<file path="src/design/wnpc_pkg.sv">
// ----------------------------------------------------------------------------
// wnpc_pkg: shared types and codes of the palette color matcher
// Work item layout and kind codes passed from the front end to the search
// engine through the command queue.
// ----------------------------------------------------------------------------
package wnpc_pkg;

    localparam int CHAN_W   = 8;
    localparam int SIZE_W   = 9;
    localparam int KIND_W   = 2;
    localparam int QUEUE_DEPTH = 4;

    // Kinds of work the back end carries out.
    localparam logic [KIND_W-1:0] KIND_LOAD   = 2'd0;  // write one palette entry
    localparam logic [KIND_W-1:0] KIND_PASS   = 2'd1;  // transparent pixel, copy through
    localparam logic [KIND_W-1:0] KIND_SEARCH = 2'd2;  // opaque pixel, scan the palette

    typedef struct packed {
        logic [KIND_W-1:0] kind;
        logic [CHAN_W-1:0] index;
        logic [CHAN_W-1:0] red;
        logic [CHAN_W-1:0] green;
        logic [CHAN_W-1:0] blue;
        logic [CHAN_W-1:0] alpha;
        logic              last;
    } wnpc_item_t;

endpackage

</file>
<file path="src/design/wnpc_fifo.sv">
// ----------------------------------------------------------------------------
// wnpc_fifo: command queue
// Small first-in first-out buffer of work items between front and back end.
// ----------------------------------------------------------------------------
module wnpc_fifo (
    input  logic                  aclk,
    input  logic                  aresetn,
    input  logic                  push,
    input  wnpc_pkg::wnpc_item_t  push_item,
    output logic                  full,
    input  logic                  pop,
    output logic                  pop_valid,
    output wnpc_pkg::wnpc_item_t  pop_item
);
    import wnpc_pkg::*;

    localparam int PW = $clog2(QUEUE_DEPTH);

    wnpc_item_t     slot_reg [QUEUE_DEPTH];
    logic [PW-1:0]  wptr_reg, wptr_next;
    logic [PW-1:0]  rptr_reg, rptr_next;
    logic [PW:0]    count_reg, count_next;
    logic           do_push, do_pop;

    assign full      = (count_reg == (PW+1)'(QUEUE_DEPTH));
    assign pop_valid = (count_reg != '0);
    assign pop_item  = slot_reg[rptr_reg];
    assign do_push   = push && !full;
    assign do_pop    = pop && pop_valid;

    always_comb begin
        wptr_next  = do_push ? wptr_reg + PW'(1) : wptr_reg;
        rptr_next  = do_pop  ? rptr_reg + PW'(1) : rptr_reg;
        count_next = count_reg;
        if (do_push && !do_pop) begin
            count_next = count_reg + (PW+1)'(1);
        end else if (do_pop && !do_push) begin
            count_next = count_reg - (PW+1)'(1);
        end
    end

    always_ff @(posedge aclk) begin
        if (!aresetn) begin
            wptr_reg  <= '0;
            rptr_reg  <= '0;
            count_reg <= '0;
        end else begin
            wptr_reg  <= wptr_next;
            rptr_reg  <= rptr_next;
            count_reg <= count_next;
        end
    end

    always_ff @(posedge aclk) begin
        if (do_push) begin
            slot_reg[wptr_reg] <= push_item;
        end
    end

endmodule

</file>
<file path="config.mk">
export PLATFORM = sky130hd
export DESIGN_NAME = wnpc_fifo
export DESIGN_NICKNAME = d
export VERILOG_FILES = /design/src/design/wnpc_pkg.sv /design/src/design/wnpc_fifo.sv
export SDC_FILE = /design/constraint.sdc
export NUM_CORES = 1
export LEC_CHECK = 0
export BUFFER_PORTS_ARGS = -buffer_cell sky130_fd_sc_hd__buf_2
export CAP_MARGIN = 40
export CORE_UTILIZATION = 45
export DETAILED_ROUTE_END_ITERATION = 10
export GPL_ROUTABILITY_DRIVEN = 1
export PLACE_DENSITY_LB_ADDON = 0.08
export SETUP_SLACK_MARGIN = 0.4
export SYNTH_ARGS = -nofsm -noshare
export SYNTH_HDL_FRONTEND = slang
export SYNTH_SLANG_ARGS = --single-unit
</file>
<file path="constraint.sdc">
create_clock -name aclk -period 5.2 [get_ports aclk]
set_input_delay 0.26 -clock aclk [delete_from_list [all_inputs] [get_ports aclk]]
set_output_delay 0.26 -clock aclk [all_outputs]
set_load 0.01 [all_outputs]
</file>
==> flow_metrics.tcl, run 1 <==
set metrics [dict create \
    slew_viol_final 0 \
    vias_per_cell 5.246 \
    grt_pass1_wl_mm 18.53 \
    grt_setup_unrepaired "no" \
    cp_max_fo 7 \
    worstPathArrival_ns 2.75 \
    cts-buffers-inserted 17 \
    pin_count 92 \
    clk_pin_slew_worst_paths_ns 0.06 \
    overflow 0 \
    place_worst_setup_slack_ns 2.781 \
    regArea_um2 5350 \
    synth_warnings 0 \
    layout_common_cells "172 x edfxtp_1, 91 x buf_2, 43 x mux4_2, 17 x clkbuf_16, 7 x dfxtp_1" \
    syn_inst 273 \
    first_pass_iters 6 \
    htreeDepth 4 \
    cp-end-kind "flop" \
    cap_violations 0 \
    nets 430 \
    crit_type "flop to flop" \
    drive_gt1_share_pct 45.13 \
    crit_required_ns 5.54 \
    ir_drop_uv 230.6 \
    cp-start-kind "flop" \
    clock-root-buffer "clkbuf_16" \
    power_density_nw_per_um2 503.8 \
    drt_iter0_drc 216 \
    hold_buffers 0 \
    fill_cells 1116 \
    cts_tree "done" \
    initial_core_util_pct 46.24 \
    post-route-min-period_ns 2.408 \
    num_vias 3011 \
    routabilityCongestion 0.7047 \
    die_x_um 124.4 \
    areaGrowthSynthToFinish_pct 18.08 \
    dpl.hpwl_mm 6.637 \
    synth_cell_type_count 22 \
    hp-class "input port to flop" \
    slew_headroom_pct 54.42 \
    grt_max_degree 44 \
    antenna_found_initial 1 \
    grt_pass1_vias 3375 \
    setup_viol 0 \
    postSynthAreaPerCell_um2 24.71 \
    fin_setup_tns_ns 0 \
    post_cts_resized 0 \
    cts_setup_buffers 0 \
    fin_skew_ns 0.004632 \
    cts_sinks 181 \
    fmaxAchievable_ghz 0.4154 \
    synth_seq_cells 181 \
    multi_input_comb_area_um2 1265 \
    dieArea_um2 15490 \
    worst_pin_slew_ns 0.6836 \
    ant_nets 0 \
    ys_seq_area_share_pct 79.23 \
    coreArea_um2 14590 \
    drt_wl_total_mm 11.38 \
    globalRouteTotalUtil_pct 16.19 \
    hold_viol 0 \
    wl_per_cell_um 19.83 \
    largest_reg_flops 172 \
    final_common_cell "edfxtp_1" \
    post-route-period-util_pct 46.30 \
    row_count 44 \
    drcViolationCount 0 \
    status "complete, no violations" \
    die_y_um 124.4 \
    port-buffer-count 91 \
    diodes 0 \
    synth_nets 326 \
    clk-insertion-delay-late_ns 0.41 \
    timing.final.ws_setup_ns 2.792 \
    synth_area_um2 6746 \
    p_leak_nw 2.700 \
    clock_path_buffers 2 \
]
critical path: stages (launching register included):
cell	delay, ns
dfxtp_1	0.48
nor3b_2	0.09
nor2b_1	0.40
ha_1	0.27
inv_1	0.07
fa_1	0.39
xor2_1	0.16
or3_1	0.30
a21boi_0	0.16
cells in the mapped netlist:
cell type	number	area (um^2)
and2_1	8	50.05
inv_1	3	11.26
nor2b_1	2	12.51
a21boi_0	1	7.510
clkbuf_1	2	7.510
or3_1	2	12.51
nor3b_2	1	12.51
buf_6	2	22.52
o31ai_2	1	12.51
dfxtp_1	9	180.2
xnor2_1	3	26.28
o311ai_2	1	16.27
nand2_1	4	15.01
edfxtp_1	172	5165
mux2i_1	3	30.03
xor2_1	1	8.760
ha_1	5	62.56
buf_12	4	80.08
mux4_2	43	968.4
fa_1	1	20.02
buf_2	4	20.02
o21ai_0	1	5.000
through the flow:
stage / total power, mW / instance area, um^2 / util (%) / hold slack, ns / cells
after floorplan: 2.510 / 6746 / - / 0.3589 / 273
after global placement: 2.755 / 7350 / 50.38 / 0.4727 / 541
after detailed placement: 2.780 / 7370 / 50.51 / 0.4800 / 542
after CTS: 4.072 / 7966 / 54.61 / 0.03710 / 574
after global routing: 4.205 / 7966 / 54.61 / 0.04271 / 574
final: 4.013 / 7966 / 54.61 / 0.05565 / 574
routing by layer:
| metal | up-vias | GRT usage (%) | wire, um |
|---|---|---|---|
| met5 | - | 0 | 0 |
| met4 | 0 | 6.804 | 148 |
| met3 | 16 | 5.026 | 619 |
| met2 | 80 | 24.89 | 5493 |
| met1 | 1568 | 21.46 | 5120 |
| li1 | 1347 | - | - |
worst paths after layout:
check	start	end	slack (ns)	cells after the start
worst max-delay path	count_reg[0]$_SDFFE_PN0P_	count_reg[2]$_SDFFE_PN0P_	2.79	8
worst min-delay path	push_item[38]	slot_reg[1][38]$_DFFE_PP_	0.06	1
worst max register to register	count_reg[0]$_SDFFE_PN0P_	count_reg[2]$_SDFFE_PN0P_	2.79	8
worst min register to register	wptr_reg[0]$_SDFFE_PN0P_	wptr_reg[0]$_SDFFE_PN0P_	0.50	2
logic make-up after synthesis:
logic type / after synthesis / synth area share [%]
compound gates: 4 / 0.6120
xor+xnor: 4 / 0.5194
fa+ha+maj: 6 / 1.224
buf+inv: 15 / 2.096
flops: 181 / 79.23
mux: 46 / 14.80
simple gates: 17 / 1.521
cell type report:
class / count / area share [%]
well taps: 184 / 2.890
inverters: 3 / 0.1414
clock buffers: 20 / 5.481
repair buffers: 97 / 6.439
clock inverters: 12 / 2.010
flip-flops and latches: 181 / 67.16
multi-input cells: 77 / 15.88
power breakdown:
part	total, mW	switching [mW]	internal [mW]
Combinational	0.862	0.422	0.440
Sequential	1.86	0.0873	1.77
Clock	1.29	0.493	0.796
Power figures use the tool's default switching activity.
==> inputs of run 2 (changes only) <==
==> constraint.sdc (replaced) <==
create_clock -name aclk -period 2 [get_ports aclk]
set_input_delay 0.1 -clock aclk [delete_from_list [all_inputs] [get_ports aclk]]
set_output_delay 0.1 -clock aclk [all_outputs]
set_load 0.01 [all_outputs]
==> run 2 against run 1 <==
Against the previous run: wire length is 30% higher; power increased to 3.1 times the previous value; clock skew is essentially flat; core utilization is 14 points higher; maximum frequency up 28%; clock power grew to 2.7 times the previous value; first-iteration DRC count increased by 13%; critical endpoint unchanged.
==> flow_metrics.tcl, run 2 (synthesis gave the netlist of run 1 again) <==
set metrics [dict create \
    status "complete, no violations" \
    layout_common_cells "172 x edfxtp_1, 60 x buf_2, 53 x buf_6, 45 x dlygate4sd3_1, 43 x mux4_2" \
    initial_core_util_pct 46.24 \
    routabilityCongestion 0.7057 \
    cp-end-kind "flop" \
    diodes 0 \
    slew_viol_final 0 \
    largest_reg_flops 172 \
    hp-class "input port to flop" \
    critPathSlowestCell "dfxtp_4" \
    hold_viol 0 \
    clk_pin_slew_worst_paths_ns 0.06 \
    fin_skew_ns 0.004362 \
    clock_path_buffers 2 \
    cts-buffers-inserted 17 \
    worst_pin_slew_ns 0.2704 \
    grt_pass1_vias 3652 \
    slew_headroom_pct 81.94 \
    drive_gt1_share_pct 50.30 \
    ant_nets 0 \
    antenna_found_initial 0 \
    drt_wl_total_mm 14.81 \
    grt_max_degree 30 \
    grt_setup_unrepaired "yes" \
    post-route-period-util_pct 93.97 \
    first_pass_iters 4 \
    dieArea_um2 15490 \
    cp_num_buf_inv 1 \
    setup_viol 0 \
    crit_type "flop to flop" \
    dpl.hpwl_mm 6.602 \
    slowest_delay_ns 0.36 \
    num_vias 3548 \
    post-route-min-period_ns 1.879 \
    clock-root-buffer "clkbuf_16" \
    ir_drop_uv 698.6 \
    crit_required_ns 2.35 \
    drt_iter0_drc 243 \
    cts_tree "done" \
    cts_sinks 181 \
    coreArea_um2 14590 \
    row_count 44 \
    pin_count 92 \
    wl_per_cell_um 21.49 \
    cap_violations 0 \
    path_cells "nor3b_4 -> nor2b_2 -> ha_4 -> inv_2 -> fa_2 -> xor2_1 -> or3_1 -> a21boi_1" \
    globalRouteTotalUtil_pct 19.49 \
    vias_per_cell 5.149 \
    p_leak_nw 3.592 \
    cp_top_family "simple AND/OR/NAND/NOR gates" \
    overflow 0 \
    final_common_cell "edfxtp_1" \
    postLayoutCellArea_um2 10040 \
    grt_pass1_wl_mm 21.45 \
    htreeDepth 4 \
    port-buffer-count 91 \
    cp_max_fo 6 \
    drcViolationCount 0 \
    fin_setup_tns_ns 0 \
    fmaxAchievable_ghz 0.5321 \
    dpl_cell_area_um2 7531 \
    cp-start-kind "flop" \
    clk-insertion-delay-late_ns 0.42 \
    worstPathArrival_ns 2.23 \
    power_density_nw_per_um2 1239 \
    areaGrowthSynthToFinish_pct 48.89 \
    nets 546 \
    die_x_um 124.4 \
    die_y_um 124.4 \
]
==> run 2: cell count changes in the layout (fill, tap and decap cells not counted), sizes merged <==
| cell | before | now |
|---|---|---|
| clkinvlp | 1 | 0 |
| clkbuf | 20 | 23 |
| clkinv | 7 | 9 |
| dlygate4sd3 | 0 | 45 |
| buf | 97 | 162 |
| bufinv | 4 | 5 |
==> run 2: where the power goes <==
group / total (mW) / internal, mW / switching (mW)
clock network: 3.49 / 2.18 / 1.31
logic: 4.17 / 2.56 / 1.61
registers: 4.79 / 4.62 / 0.165
==> run 2: cell type report <==
type                       instances  area [um^2]
clock buffer                      17        425.4
clock inverter                    14        190.2
fill                             917         4544
inverter                           3        11.26
multi-input combinational         77         1303
sequential                       181         5361
tap                              184        230.2
timing repair buffer             213         2524
==> run 2: timing repair <==
| item | 4_1_cts | 5_1_grt |
|---|---|---|
| setup endpoints to repair | 217 | 217 |
| pin swaps | 5 | 0 |
| hold buffers | 45 | 0 |
| gates cloned | 20 | 7 |
| buffers inserted | 27 | 9 |
| gates resized for setup | 58 | 42 |
| hold endpoints to repair | 174 | 0 |
==> run 2: worst reg2reg max path: stages (launching register included) <==
cell      delay, ns
dfxtp_4        0.36
nor3b_4        0.16
nor2b_2        0.18
ha_4           0.17
inv_2          0.04
fa_2           0.33
xor2_1         0.15
or3_1          0.32
a21boi_1       0.12
==> run 2: metrics by stage <==
step                hold WS (ns)  power, mW  setup slack [ns]  instances  util, %
CTS                       0.1322      11.68            0.1149        673    65.43
detailed placement        0.3192      7.372           0.02072        550    51.62
global placement          0.3134      7.337           0.08670        550    51.62
finish                    0.1432      12.45            0.1206        689    68.85
floorplan                 0.1989      6.574            0.1211        273        -
global route              0.1556      12.93           0.01498        689    68.85
==> run 2: path summary, 6_finish.rpt <==
path | from | cells after the start | to | slack [ns]
setup / recovery | count_reg[2]$_SDFFE_PN0P_ | 8 | count_reg[2]$_SDFFE_PN0P_ | 0.12
hold / removal | pop | 4 | rptr_reg[0]$_SDFFE_PN0P_ | 0.14
setup reg to reg | count_reg[2]$_SDFFE_PN0P_ | 8 | count_reg[2]$_SDFFE_PN0P_ | 0.12
hold reg to reg | wptr_reg[0]$_SDFFE_PN0P_ | 2 | wptr_reg[0]$_SDFFE_PN0P_ | 0.50
==> run 2: metal layers <==
metal | track usage (%) | part of all wire [%]
met5 | 0 | 0
met4 | 7.300 | 1.9
met2 | 32.27 | 52
met1 | 24.71 | 43
met3 | 5.112 | 3.8
